**src/rfdm_pkg.sv**
```systemverilog
// ----------------------------------------------------------------------------
// rfdm_pkg
// shared types, constants and helpers of the remote frame decode mixer
// ----------------------------------------------------------------------------
package rfdm_pkg;

  localparam int unsigned STORE_BYTES = 16;
  localparam int unsigned BYTE_W      = 8;
  localparam int unsigned CH_W        = 11;
  localparam int unsigned CTR_W       = 12;
  localparam int unsigned ORDER_W     = 16;
  localparam int unsigned LIMIT_W     = 10;
  localparam int unsigned GAIN_W      = 8;
  localparam int unsigned SW_W        = 2;
  localparam int unsigned CFG_IDX_W   = 2;
  localparam int unsigned CFG_DATA_W  = 10;

  localparam logic [CTR_W-1:0]   CH_OFFSET        = 12'd1024;
  localparam logic [LIMIT_W-1:0] STICK_LIMIT_RST  = 10'd660;
  localparam logic [LIMIT_W-1:0] DEADBAND_RST     = 10'd5;
  localparam logic [GAIN_W-1:0]  MOUSE_GAIN_RST   = 8'd30;

  typedef enum logic [CFG_IDX_W-1:0] {
    CFG_STICK_LIMIT = 2'd0,
    CFG_DEADBAND    = 2'd1,
    CFG_MOUSE_GAIN  = 2'd2
  } cfg_idx_t;

  localparam logic [SW_W-1:0] MODE_DRIVE = 2'd1;
  localparam logic [SW_W-1:0] MODE_LIFT  = 2'd2;

  typedef logic [STORE_BYTES-1:0][BYTE_W-1:0] frame_t;

  typedef struct packed {
    logic                  bad;
    logic [SW_W-1:0]       sw_l;
    logic [SW_W-1:0]       sw_r;
    logic [BYTE_W-1:0]     m_l;
    logic [BYTE_W-1:0]     m_r;
    logic [ORDER_W-1:0]    keys;
    logic [ORDER_W-1:0]    fb;
    logic [ORDER_W-1:0]    lr;
    logic [ORDER_W-1:0]    rot_base;
    logic [ORDER_W-1:0]    rot_add;
    logic [ORDER_W-1:0]    ud;
  } unpack_t;

  function automatic logic [ORDER_W-1:0] deadband(input logic [ORDER_W-1:0] x,
                                                  input logic [LIMIT_W-1:0] d);
    logic signed [ORDER_W:0] xs;
    logic signed [ORDER_W:0] ds;
    xs = $signed({x[ORDER_W-1], x});
    ds = $signed({{(ORDER_W+1-LIMIT_W){1'b0}}, d});
    if ((xs < ds) && (xs > -ds)) begin
      return '0;
    end
    return x;
  endfunction

endpackage

```
**src/remote_frame_decode_mixer.sv**
```systemverilog
// ----------------------------------------------------------------------------
// remote_frame_decode_mixer
// decodes remote-control frames from a byte stream into motion orders
//
//   channel | direction | beat
//   in_     | input     | one frame byte
//   out_    | output    | one decoded frame: orders, switches, mouse, keys
//   cfg_    | input     | register index and write data
//
// one byte per cycle while in_ready is high; a 16-cell shift chain collects frame bytes 0..15
// the result passes the unpack and finish registers after the last byte of a frame
// sync reset clears position, held vertical order and valids, and restores the config registers to their defaults
// out_ready low holds the result; one more frame waits in the unpack stage
// in_ready drops only while both stages hold a frame
// ----------------------------------------------------------------------------
module remote_frame_decode_mixer
  import rfdm_pkg::*;
#(
  parameter int unsigned FRAME_BYTES = 18
) (
  input  logic                  clk,
  input  logic                  rst_n,
  input  logic                  in_valid,
  output logic                  in_ready,
  input  logic [BYTE_W-1:0]     in_rx_byte,
  output logic                  out_valid,
  input  logic                  out_ready,
  output logic [ORDER_W-1:0]    out_forward_back,
  output logic [ORDER_W-1:0]    out_left_right,
  output logic [ORDER_W-1:0]    out_rotation,
  output logic [ORDER_W-1:0]    out_up_down,
  output logic [SW_W-1:0]       out_left_switch,
  output logic [SW_W-1:0]       out_right_switch,
  output logic [BYTE_W-1:0]     out_mouse_left,
  output logic [BYTE_W-1:0]     out_mouse_right,
  output logic [ORDER_W-1:0]    out_keyboard_keys,
  output logic                  out_frame_error,
  input  logic                  cfg_valid,
  output logic                  cfg_ready,
  input  logic [CFG_IDX_W-1:0]  cfg_index,
  input  logic [CFG_DATA_W-1:0] cfg_data
);

  localparam int unsigned POS_W = $clog2(FRAME_BYTES);
  localparam logic [POS_W-1:0] POS_LAST  = POS_W'(FRAME_BYTES - 1);
  localparam logic [POS_W:0]   POS_STORE = (POS_W+1)'(STORE_BYTES);

  logic [POS_W-1:0]   pos_r;
  logic [POS_W-1:0]   pos_nxt;
  logic [LIMIT_W-1:0] stick_limit_r, stick_limit_nxt;
  logic [LIMIT_W-1:0] deadband_r, deadband_nxt;
  logic [GAIN_W-1:0]  gain_r, gain_nxt;
  logic               in_acc;
  logic               last;
  logic               shift;
  frame_t             cell_q;
  frame_t             cell_ahead;
  logic               s1_valid;
  unpack_t            s1;
  logic               take;

  assign cfg_ready = 1'b1;
  assign in_ready  = !s1_valid || take;
  assign in_acc    = in_valid && in_ready;
  assign last      = (pos_r == POS_LAST);
  assign shift     = in_acc && ({1'b0, pos_r} < POS_STORE);
  assign pos_nxt   = in_acc ? (last ? '0 : POS_W'(pos_r + 1'b1)) : pos_r;

  always_comb begin
    stick_limit_nxt = stick_limit_r;
    deadband_nxt    = deadband_r;
    gain_nxt        = gain_r;
    if (cfg_valid && cfg_ready) begin
      unique case (cfg_index)
        CFG_STICK_LIMIT: stick_limit_nxt = cfg_data[LIMIT_W-1:0];
        CFG_DEADBAND:    deadband_nxt    = cfg_data[LIMIT_W-1:0];
        CFG_MOUSE_GAIN:  gain_nxt        = cfg_data[GAIN_W-1:0];
        default: begin
          gain_nxt = gain_r;
        end
      endcase
    end
  end

  always_ff @(posedge clk) begin
    if (!rst_n) begin
      pos_r         <= '0;
      stick_limit_r <= STICK_LIMIT_RST;
      deadband_r    <= DEADBAND_RST;
      gain_r        <= MOUSE_GAIN_RST;
    end else begin
      pos_r         <= pos_nxt;
      stick_limit_r <= stick_limit_nxt;
      deadband_r    <= deadband_nxt;
      gain_r        <= gain_nxt;
    end
  end

  for (genvar k = 0; k < STORE_BYTES; k++) begin : g_cell
    logic [BYTE_W-1:0] feed;
    if (k == STORE_BYTES - 1) begin : g_head
      assign feed = in_rx_byte;
    end else begin : g_body
      assign feed = cell_q[k+1];
    end
    rfdm_cell u_cell (
      .clk        (clk),
      .shift      (shift),
      .byte_in    (feed),
      .byte_q     (cell_q[k]),
      .byte_ahead (cell_ahead[k])
    );
  end

  rfdm_unpack u_unpack (
    .clk         (clk),
    .rst_n       (rst_n),
    .load        (in_acc && last),
    .take        (take),
    .frame       (cell_ahead),
    .stick_limit (stick_limit_r),
    .gain        (gain_r),
    .s1_valid    (s1_valid),
    .s1          (s1)
  );

  rfdm_finish u_finish (
    .clk               (clk),
    .rst_n             (rst_n),
    .s1_valid          (s1_valid),
    .s1                (s1),
    .deadband_limit    (deadband_r),
    .take              (take),
    .out_valid         (out_valid),
    .out_ready         (out_ready),
    .out_forward_back  (out_forward_back),
    .out_left_right    (out_left_right),
    .out_rotation      (out_rotation),
    .out_up_down       (out_up_down),
    .out_left_switch   (out_left_switch),
    .out_right_switch  (out_right_switch),
    .out_mouse_left    (out_mouse_left),
    .out_mouse_right   (out_mouse_right),
    .out_keyboard_keys (out_keyboard_keys),
    .out_frame_error   (out_frame_error)
  );

  a_bad_frame_zero: assert property (@(posedge clk) disable iff (!rst_n)
    (out_valid && out_frame_error) |-> (out_forward_back == '0 && out_left_right == '0 &&
      out_rotation == '0 && out_left_switch == '0 && out_keyboard_keys == '0))
    else $error("bad frame result carries motion or switch data");

  a_stall_only_full: assert property (@(posedge clk) disable iff (!rst_n)
    !in_ready |-> (s1_valid && out_valid && !out_ready))
    else $error("input stalled without two pending frames");

  a_pos_range: assert property (@(posedge clk) disable iff (!rst_n)
    pos_r <= POS_LAST)
    else $error("byte position beyond frame length");

  a_pos_wrap: assert property (@(posedge clk) disable iff (!rst_n)
    (in_acc && last) |=> (pos_r == '0 && s1_valid))
    else $error("last byte did not restart frame and load unpack stage");

endmodule

```
**src/rfdm_cell.sv**
```systemverilog
// ----------------------------------------------------------------------------
// rfdm_cell
// one byte cell of the frame shift chain, with look-ahead of its next value
// ----------------------------------------------------------------------------
module rfdm_cell
  import rfdm_pkg::*;
(
  input  logic              clk,
  input  logic              shift,
  input  logic [BYTE_W-1:0] byte_in,
  output logic [BYTE_W-1:0] byte_q,
  output logic [BYTE_W-1:0] byte_ahead
);

  logic [BYTE_W-1:0] byte_r;
  logic [BYTE_W-1:0] byte_nxt;

  assign byte_nxt   = shift ? byte_in : byte_r;
  assign byte_q     = byte_r;
  assign byte_ahead = byte_nxt;

  always_ff @(posedge clk) begin
    byte_r <= byte_nxt;
  end

endmodule

```
**src/rfdm_unpack.sv**
```systemverilog
// ----------------------------------------------------------------------------
// rfdm_unpack
// unpacks sticks, switches, mouse and keys, checks the limit and selects the mode
// ----------------------------------------------------------------------------
module rfdm_unpack
  import rfdm_pkg::*;
(
  input  logic               clk,
  input  logic               rst_n,
  input  logic               load,
  input  logic               take,
  input  frame_t             frame,
  input  logic [LIMIT_W-1:0] stick_limit,
  input  logic [GAIN_W-1:0]  gain,
  output logic               s1_valid,
  output unpack_t            s1
);

  logic                      valid_r;
  logic                      valid_nxt;
  unpack_t                   s1_r;
  unpack_t                   s1_nxt;
  logic [6*BYTE_W-1:0]       bits;
  logic [3:0][CH_W-1:0]      raw;
  logic [3:0][CTR_W-1:0]     ctr;
  logic [3:0][CH_W-1:0]      mag;
  logic [3:0]                over;
  logic [ORDER_W-1:0]        mouse_x;
  logic [ORDER_W+GAIN_W-1:0] prod;
  logic [SW_W-1:0]           sw_l;

  assign bits = {frame[5], frame[4], frame[3], frame[2], frame[1], frame[0]};
  assign raw[0] = bits[10:0];
  assign raw[1] = bits[21:11];
  assign raw[2] = bits[32:22];
  assign raw[3] = bits[43:33];

  always_comb begin
    for (int i = 0; i < 4; i++) begin
      ctr[i]  = {1'b0, raw[i]} - CH_OFFSET;
      mag[i]  = ctr[i][CTR_W-1] ? CH_W'(-ctr[i]) : ctr[i][CH_W-1:0];
      over[i] = mag[i] > {1'b0, stick_limit};
    end
  end

  assign mouse_x = {frame[7], frame[6]};
  assign prod    = {{GAIN_W{1'b0}}, mouse_x} * {{ORDER_W{1'b0}}, gain};
  assign sw_l    = frame[5][7:6];

  always_comb begin
    s1_nxt = '0;
    if (|over) begin
      s1_nxt.bad = 1'b1;
    end else begin
      s1_nxt.sw_l = sw_l;
      s1_nxt.sw_r = frame[5][5:4];
      s1_nxt.m_l  = frame[12];
      s1_nxt.m_r  = frame[13];
      s1_nxt.keys = {frame[15], frame[14]};
      unique case (sw_l)
        MODE_DRIVE: begin
          s1_nxt.fb       = {{(ORDER_W-CTR_W){ctr[1][CTR_W-1]}}, ctr[1]};
          s1_nxt.lr       = {{(ORDER_W-CTR_W){ctr[0][CTR_W-1]}}, ctr[0]};
          s1_nxt.rot_base = {{(ORDER_W-CTR_W){ctr[2][CTR_W-1]}}, ctr[2]};
          s1_nxt.rot_add  = prod[ORDER_W-1:0];
        end
        MODE_LIFT: begin
          s1_nxt.ud = {{(ORDER_W-CTR_W){ctr[1][CTR_W-1]}}, ctr[1]};
        end
        default: begin
          s1_nxt.ud = '0;
        end
      endcase
    end
  end

  always_comb begin
    valid_nxt = valid_r;
    if (load) begin
      valid_nxt = 1'b1;
    end else if (take) begin
      valid_nxt = 1'b0;
    end
  end

  always_ff @(posedge clk) begin
    if (!rst_n) begin
      valid_r <= 1'b0;
    end else begin
      valid_r <= valid_nxt;
    end
    if (load) begin
      s1_r <= s1_nxt;
    end
  end

  assign s1_valid = valid_r;
  assign s1       = s1_r;

endmodule

```
**src/rfdm_finish.sv**
```systemverilog
// ----------------------------------------------------------------------------
// rfdm_finish
// adds mouse rotation, applies the deadband and holds the result beat
// ----------------------------------------------------------------------------
module rfdm_finish
  import rfdm_pkg::*;
(
  input  logic               clk,
  input  logic               rst_n,
  input  logic               s1_valid,
  input  unpack_t            s1,
  input  logic [LIMIT_W-1:0] deadband_limit,
  output logic               take,
  output logic               out_valid,
  input  logic               out_ready,
  output logic [ORDER_W-1:0] out_forward_back,
  output logic [ORDER_W-1:0] out_left_right,
  output logic [ORDER_W-1:0] out_rotation,
  output logic [ORDER_W-1:0] out_up_down,
  output logic [SW_W-1:0]    out_left_switch,
  output logic [SW_W-1:0]    out_right_switch,
  output logic [BYTE_W-1:0]  out_mouse_left,
  output logic [BYTE_W-1:0]  out_mouse_right,
  output logic [ORDER_W-1:0] out_keyboard_keys,
  output logic               out_frame_error
);

  logic               valid_r;
  logic               valid_nxt;
  logic               load;
  logic [ORDER_W-1:0] held_r;
  logic [ORDER_W-1:0] held_nxt;
  logic [ORDER_W-1:0] rot_sum;
  logic [ORDER_W-1:0] ud_pre;
  logic [ORDER_W-1:0] fb_r, lr_r, rot_r, ud_r, keys_r;
  logic [SW_W-1:0]    sw_l_r, sw_r_r;
  logic [BYTE_W-1:0]  m_l_r, m_r_r;
  logic               err_r;

  assign take     = !valid_r || out_ready;
  assign load     = s1_valid && take;
  assign rot_sum  = s1.rot_base + s1.rot_add;
  assign ud_pre   = s1.bad ? held_r : s1.ud;
  assign held_nxt = load ? deadband(ud_pre, deadband_limit) : held_r;

  always_comb begin
    valid_nxt = valid_r;
    if (load) begin
      valid_nxt = 1'b1;
    end else if (out_ready) begin
      valid_nxt = 1'b0;
    end
  end

  always_ff @(posedge clk) begin
    if (!rst_n) begin
      valid_r <= 1'b0;
      held_r  <= '0;
    end else begin
      valid_r <= valid_nxt;
      held_r  <= held_nxt;
    end
    if (load) begin
      fb_r   <= deadband(s1.fb, deadband_limit);
      lr_r   <= deadband(s1.lr, deadband_limit);
      rot_r  <= deadband(rot_sum, deadband_limit);
      ud_r   <= held_nxt;
      sw_l_r <= s1.sw_l;
      sw_r_r <= s1.sw_r;
      m_l_r  <= s1.m_l;
      m_r_r  <= s1.m_r;
      keys_r <= s1.keys;
      err_r  <= s1.bad;
    end
  end

  assign out_valid         = valid_r;
  assign out_forward_back  = fb_r;
  assign out_left_right    = lr_r;
  assign out_rotation      = rot_r;
  assign out_up_down       = ud_r;
  assign out_left_switch   = sw_l_r;
  assign out_right_switch  = sw_r_r;
  assign out_mouse_left    = m_l_r;
  assign out_mouse_right   = m_r_r;
  assign out_keyboard_keys = keys_r;
  assign out_frame_error   = err_r;

endmodule
```
**config.mk**
```make
export PLATFORM = sky130hd
export DESIGN_NAME = remote_frame_decode_mixer
export DESIGN_NICKNAME = d
export VERILOG_FILES = /design/src/rfdm_pkg.sv /design/src/remote_frame_decode_mixer.sv /design/src/rfdm_cell.sv /design/src/rfdm_unpack.sv /design/src/rfdm_finish.sv
export SDC_FILE = /design/constraint.sdc
export NUM_CORES = 1
export LEC_CHECK = 0
export BUFFER_PORTS_ARGS = -buffer_cell sky130_fd_sc_hd__buf_2
export CAP_MARGIN = 20
export CELL_PAD_IN_SITES_DETAIL_PLACEMENT = 1
export CELL_PAD_IN_SITES_GLOBAL_PLACEMENT = 1
export CORE_ASPECT_RATIO = 0.8
export CORE_MARGIN = 4
export CORE_UTILIZATION = 45
export CTS_CLUSTER_DIAMETER = 40
export CTS_CLUSTER_SIZE = 40
export DETAILED_ROUTE_END_ITERATION = 12
export PLACE_DENSITY = 0.8
export SYNTH_ARGS = -nofsm -noshare
export SYNTH_HDL_FRONTEND = slang
export SYNTH_HIERARCHICAL = 1
export SYNTH_SLANG_ARGS = --single-unit
```
**constraint.sdc**
```tcl
create_clock -name clk -period 10.7 [get_ports clk]
set_input_delay 0.535 -clock clk [delete_from_list [all_inputs] [get_ports clk]]
set_output_delay 0.535 -clock clk [all_outputs]
set_load 0.005 [all_outputs]
```
**After elaboration in Yosys (flattened, before gate mapping)**

Index checks and enable logic that the tools add are counted.

- Logic and storage cells: 136
- Bits in registers: 381

- Mux-type cells: 39
- Equal/unequal tests: 5
- Add/subtract/negate cells: 11
- Magnitude comparators: 13
- Multipliers: 1
- Reduce and logical (&&, ||, !) cells: 21
- Bitwise operators: 2

Operators by type and width:

| kind | number |
|---|---|
| $mux 16 | 10 |
| $mux 8 | 12 |
| $sub 11x11->12 const B | 4 |
| $gt 11x10->1 | 4 |
| $mux 11 | 4 |
| $neg 11->11 | 4 |
| $gt 12x17->1 | 2 |
| $gt 16x17->1 | 2 |
| $lt 16x11->1 | 2 |
| $lt 12x11->1 | 2 |
| $neg 10->17 | 1 |
| $add 16x16->16 | 1 |
| $mul 16x8->16 | 1 |
| $mux 1 | 12 |
| $reduce_or 5->1 | 2 |
| $logic_and 1x1->1 | 8 |
| $reduce_and 2->1 | 3 |
| $add 5x1->5 const B | 1 |
| $eq 5x5->1 const B | 1 |
| $lt 5x5->1 const B | 1 |
| $mux 5 | 1 |
| $eq 2x1->1 const B | 2 |
| $eq 2x2->1 const B | 2 |
| $reduce_bool 2->1 | 2 |
| other kinds (5) | 8 |

**Depth between registers and ports, before layout**

- Depth in word-level cells: 12
- Gate-level depth with buffers: 24
- Mapped depth without buffers: 23

**Hierarchy**

Netlist, hierarchy kept.

Modules (own cells, without submodules):

| module | times used | sequential area each (µm²) | cells an instance | area each (µm²) |
|---|---|---|---|---|
| rfdm_unpack | 1 | 2,932.8 | 798 | 8,401.8 |
| rfdm_finish | 1 | 3,373.2 | 710 | 7,913.8 |
| rfdm_cell | 16 | 160.2 | 17 | 291.5 |
| remote_frame_decode_mixer | 1 | 660.6 | 140 | 1,291.2 |

**Worst setup path before layout**

Ideal clock, no wire load.

- Path type: input port to flip-flop
- Start point: in out_ready
- End point: reg u_unpack.s1_r, in the netlist u_unpack/s1[30] (data pin)
- Data arrival time: 6,432 ps
- Library setup time: 274 ps
- Slack: 3,994 ps
- Buffers on the path: 1
- Stages: 22
- Path through: nand2b_1 > nor2b_1 > inv_1 > nand2_1 > nor2_1 > buf_6 > mux2_4 > and2_1 > fa_1 > fa_1 > fa_1 > inv_1 > fa_1 > inv_1 > ha_1 > or2_2 > o311a_1 > o31a_1 > a311oi_1 > a21oi_1 > xnor2_1 > nor3_2

RTL lines:

| element | RTL line | RTL |
|---|---|---|
| from (decl) | remote_frame_decode_mixer.sv:27 | `input logic out_ready,` |
| to (signal assigned) | rfdm_unpack.sv:93 | `s1_r <= s1_nxt;` |
| to (decl) | rfdm_unpack.sv:21 | `unpack_t s1_r;` |

==> impl_metrics.csv <==
group,metric,value,unit
sta,slew_headroom,38.1,%
sta,fin_crit,7.13,ns
setup_path,required,10.98,ns
drt,wl_per_cell,21.8,um
drt,drtIter0Drc,944,
grt,antenna_found_initial,3,
floorplanning,dieArea,0.0531,mm^2
synth,synth-edff-count,198,
floorplanning,die-width,257,um
setup_path,path_max_fanout,113,
synth,synth_cell_types,88,
setup_path,cp-startpoint,"u_finish/out_valid$_SDFFE_PN0P_",
drt,viasPerCell,5.58,
synth,async_reset_ff_share,0,%
status,status,"finished clean",
grt,grt_pass1_wl,93.3,mm
setup_path,crit_path_end_kind,"flop",
clocking,cts_resized,0,
setup_path,r2r_start,"u_finish/out_valid$_SDFFE_PN0P_",
synth,ys.flop_type,"edfxtp_1",
clocking,root_buffer,"clkbuf_16",
drt,drt_pass1_iterations,5,
drt,drt_wl_total,58.4,mm
flow_run,max-cap-violations,0,
sta,fin_setup_tns,0,ns
setup_path,r2r-end,"u_unpack/s1[30]$_SDFFCE_PP0P_",
sta,worst_pin_slew,0.928,ns
final_layout,final_util,50.9,%
clocking,htree_levels,2,
sta,fmaxAchievable,0.140,GHz
synth,yosysSeqAreaShare,42.8,%
placement,hpwl,42.5,mm
clocking,cts_tree,"done",
clocking,post-cts-setup-buffer-count,0,
pwr,pwr-share-seq,24.6,%
floorplanning,initial_core_util,45.8,%
placement,finalWeightedCongestion,0.857,
floorplanning,num_io_pins,129,
final_layout,final_common_cell,"edfxtp_1",
grt,grt_max_degree,114,
floorplanning,coreArea,0.0486,mm^2
clocking,worstSkewPairLatency,0.56,ns
pwr,power.switching,3.36,mW
sta,fin_crit_sh,66.6,%
synth,yosys.area.top_type,"edfxtp_1",
final_layout,layoutNonFillerInstCount,2685,
setup_path,rr_worst_depth,22,
floorplanning,rows,72,
sta,finClkSkew,0.0302,ns
grt,grt_remaining_overflow,0,
grt,track_usage,22.1,%
setup_path,worst-setup-path-type,"flop to flop",
synth,synthCells,1920,
drt,postRouteAntennaNets,0,
placement,io_buffer_count,127,
synth,synth_area_leaders,"edfxtp_1, dfxtp_1, ha_1",
pwr,vdd_drop_max,0.000306,V
clocking,numCtsBuffers,41,
final_layout,syn_to_final_growth,11.1,%
drt,drc,0,
sta,setup_violations,0,
setup_path,reg2reg_slack,3.57,ns
clocking,clk_pin_slew,0.07,ns
sta,rsz0062_at_grt,"no",
pwr,p_comb_share,56.3,%
setup_path,crit_arrival,7.41,ns
clocking,cts.sinks,377,
clocking,cts_max_path_buffers,3,
final_layout,final_nets,2295,
final_layout,drive_gt1_share,20.6,%
synth,avgSynthCellArea,11.6,um^2
pwr,leakage,10.8,nW
sta,hold_violations,0,
synth,ys.warnings.count,6,
synth,synth.top_cell.area_share,26.7,%
clocking,ctsHoldBuffers,0,
final_layout,fillCellCount,5156,
synth,syn-num-nets,2193,
pwr,p_int,4.54,mW
setup_path,critPathLaunchType,"flop",
min_path,hold_class,"input pin to flop",
placement,dp.cells,2606,
drt,vias,15000,
grt,grt_pass1_vias,16500,
pwr,netSwitchingFraction,42.6,%
final_layout,final_cell_mix,"edfxtp_1, ha_1, dfxtp_1, and2_1, inv_1",
setup_path,crit_path_end,"u_unpack/s1[30]$_SDFFCE_PP0P_",
synth,synth_seq_cells,377,
pwr,clkPwrFrac,19.2,%
pwr,power_density,319,mW/mm^2
synth,post_synth_instance_area,0.0223,mm^2
sta,finalMaxSlewViolations,0,
floorplanning,die_h,207,um
## critical path, stage by stage (launching register included)
cell and delay (ns):
dfxtp_1 0.31, nand2b_1 0.15, nor2b_1 0.15, inv_1 0.17
nand2_1 0.16, nor2_4 0.60, buf_12 0.64, mux2_4 0.41
and2_1 0.20, fa_1 0.50, fa_1 0.52, fa_1 0.54
inv_1 0.05, fa_1 0.52, inv_1 0.04, ha_1 0.33
or2_2 0.32, o311a_1 0.11, o31a_1 0.13, a311oi_1 0.41
a21oi_1 0.14, xnor2_1 0.21, nor3_2 0.05
## metal layers
layer	up-vias	wire, um	global-route usage [%]
li1	7016	-	-
met1	7448	26000	28.4
met2	377	27500	37.8
met3	127	2900	4.04
met4	2	1970	7.69
met5	-	12	0
## Yosys cell counts, types with 25 or more instances
library cell,number
edfxtp_1,198
mux2i_1,32
clkbuf_1,31
nor3_1,26
o21ai_0,38
o21a_1,28
a21o_1,29
inv_1,136
fa_1,61
mux2_4,129
ha_1,187
a21oi_1,63
and2_1,141
nand2_1,108
o31ai_1,31
xor2_1,40
nor2_1,86
nor3_2,25
dfxtp_1,179
xnor2_1,30
a21boi_0,30
nand3_1,27
## layout make-up
class / count / area [um^2] / share of cell area, %
timing repair buffer: 145 / 807 / 3.26
sequential: 377 / 9530 / 38.5
clock inverter: 30 / 347 / 1.40
antenna: 1 / 2.50 / 0.0101
multi-input combinational: 1318 / 11600 / 47.0
inverter: 139 / 524 / 2.12
clock buffer: 46 / 1120 / 4.52
tap: 629 / 787 / 3.18
## worst min path at each step
| stage | from | slack (ns) | depth (start not counted) | endpoint |
|---|---|---|---|---|
| 2_1_floorplan | u_unpack/s1[80]$_SDFFCE_PP0P_ | 0.40 | 0 | u_finish/out_keyboard_keys[0]$_DFFE_PP_ |
| 3_3_place_gp | u_unpack/s1[110]$_SDFFCE_PP0P_ | 0.40 | 0 | u_finish/out_mouse_left[6]$_DFFE_PP_ |
| 3_5_place_dp | u_unpack/s1[95]$_SDFFCE_PP0P_ | 0.41 | 0 | u_finish/out_keyboard_keys[15]$_DFFE_PP_ |
| 4_1_cts | in_rx_byte[6] | 0.18 | 2 | g_cell[15].u_cell/byte_q[6]$_DFF_P_ |
| 5_1_grt | in_rx_byte[6] | 0.19 | 2 | g_cell[15].u_cell/byte_q[6]$_DFF_P_ |
| 6_report | in_rx_byte[6] | 0.21 | 2 | g_cell[15].u_cell/byte_q[6]$_DFF_P_ |
## stage by stage
stage / hold WS, ns / instance area [um^2] / total power, mW / setup slack [ns]
detailed placement: 0.405 / 23200 / 6.36 / 3.32
finish: 0.210 / 24800 / 7.90 / 3.57
floorplan: 0.400 / 22300 / 5.40 / 3.99
CTS: 0.184 / 24700 / 7.96 / 3.61
global route: 0.194 / 24800 / 8.63 / 3.11
global placement: 0.400 / 23200 / 6.14 / 3.49
## power groups by stage
stage          combinational, mW  clock (mW)  sequential (mW)
2_1_floorplan               3.50           0             1.90
3_3_place_gp                4.19           0             1.95
3_5_place_dp                4.40           0             1.97
4_1_cts                     4.47        1.55             1.94
5_1_grt                     5.05        1.61             1.96
6_report                    4.45        1.51             1.94
## state kept, by name (all words and copies together), names as in the netlist
register                    count
u_unpack/s1                    97
g_cell.u_cell/byte_q          128
u_finish/out_frame_error        1
u_finish/out_left_switch        2
deadband_r                     10
u_finish/held_r                16
u_finish/out_forward_back      16
u_finish/out_mouse_right        8
u_finish/out_up_down           16
u_finish/out_left_right        16
pos_r                           5
u_finish/out_mouse_left         8
u_finish/out_right_switch       2
u_finish/out_valid              1
u_finish/out_rotation          16
gain_r                          8
stick_limit_r                  10
u_unpack/s1_valid               1
u_finish/out_keyboard_keys     16
## logic make-up after synthesis
kind of cell | after synthesis | synth area share (%)
compound gates | 286 | 8.91
other cells | 1 | 0.0168
xor+xnor | 70 | 2.75
fa+ha+maj | 248 | 16.0
simple gates | 542 | 13.8
flops | 377 | 42.8
mux | 171 | 10.6
buf+inv | 225 | 5.09
No activity file was read; power rests on OpenSTA's default activity.
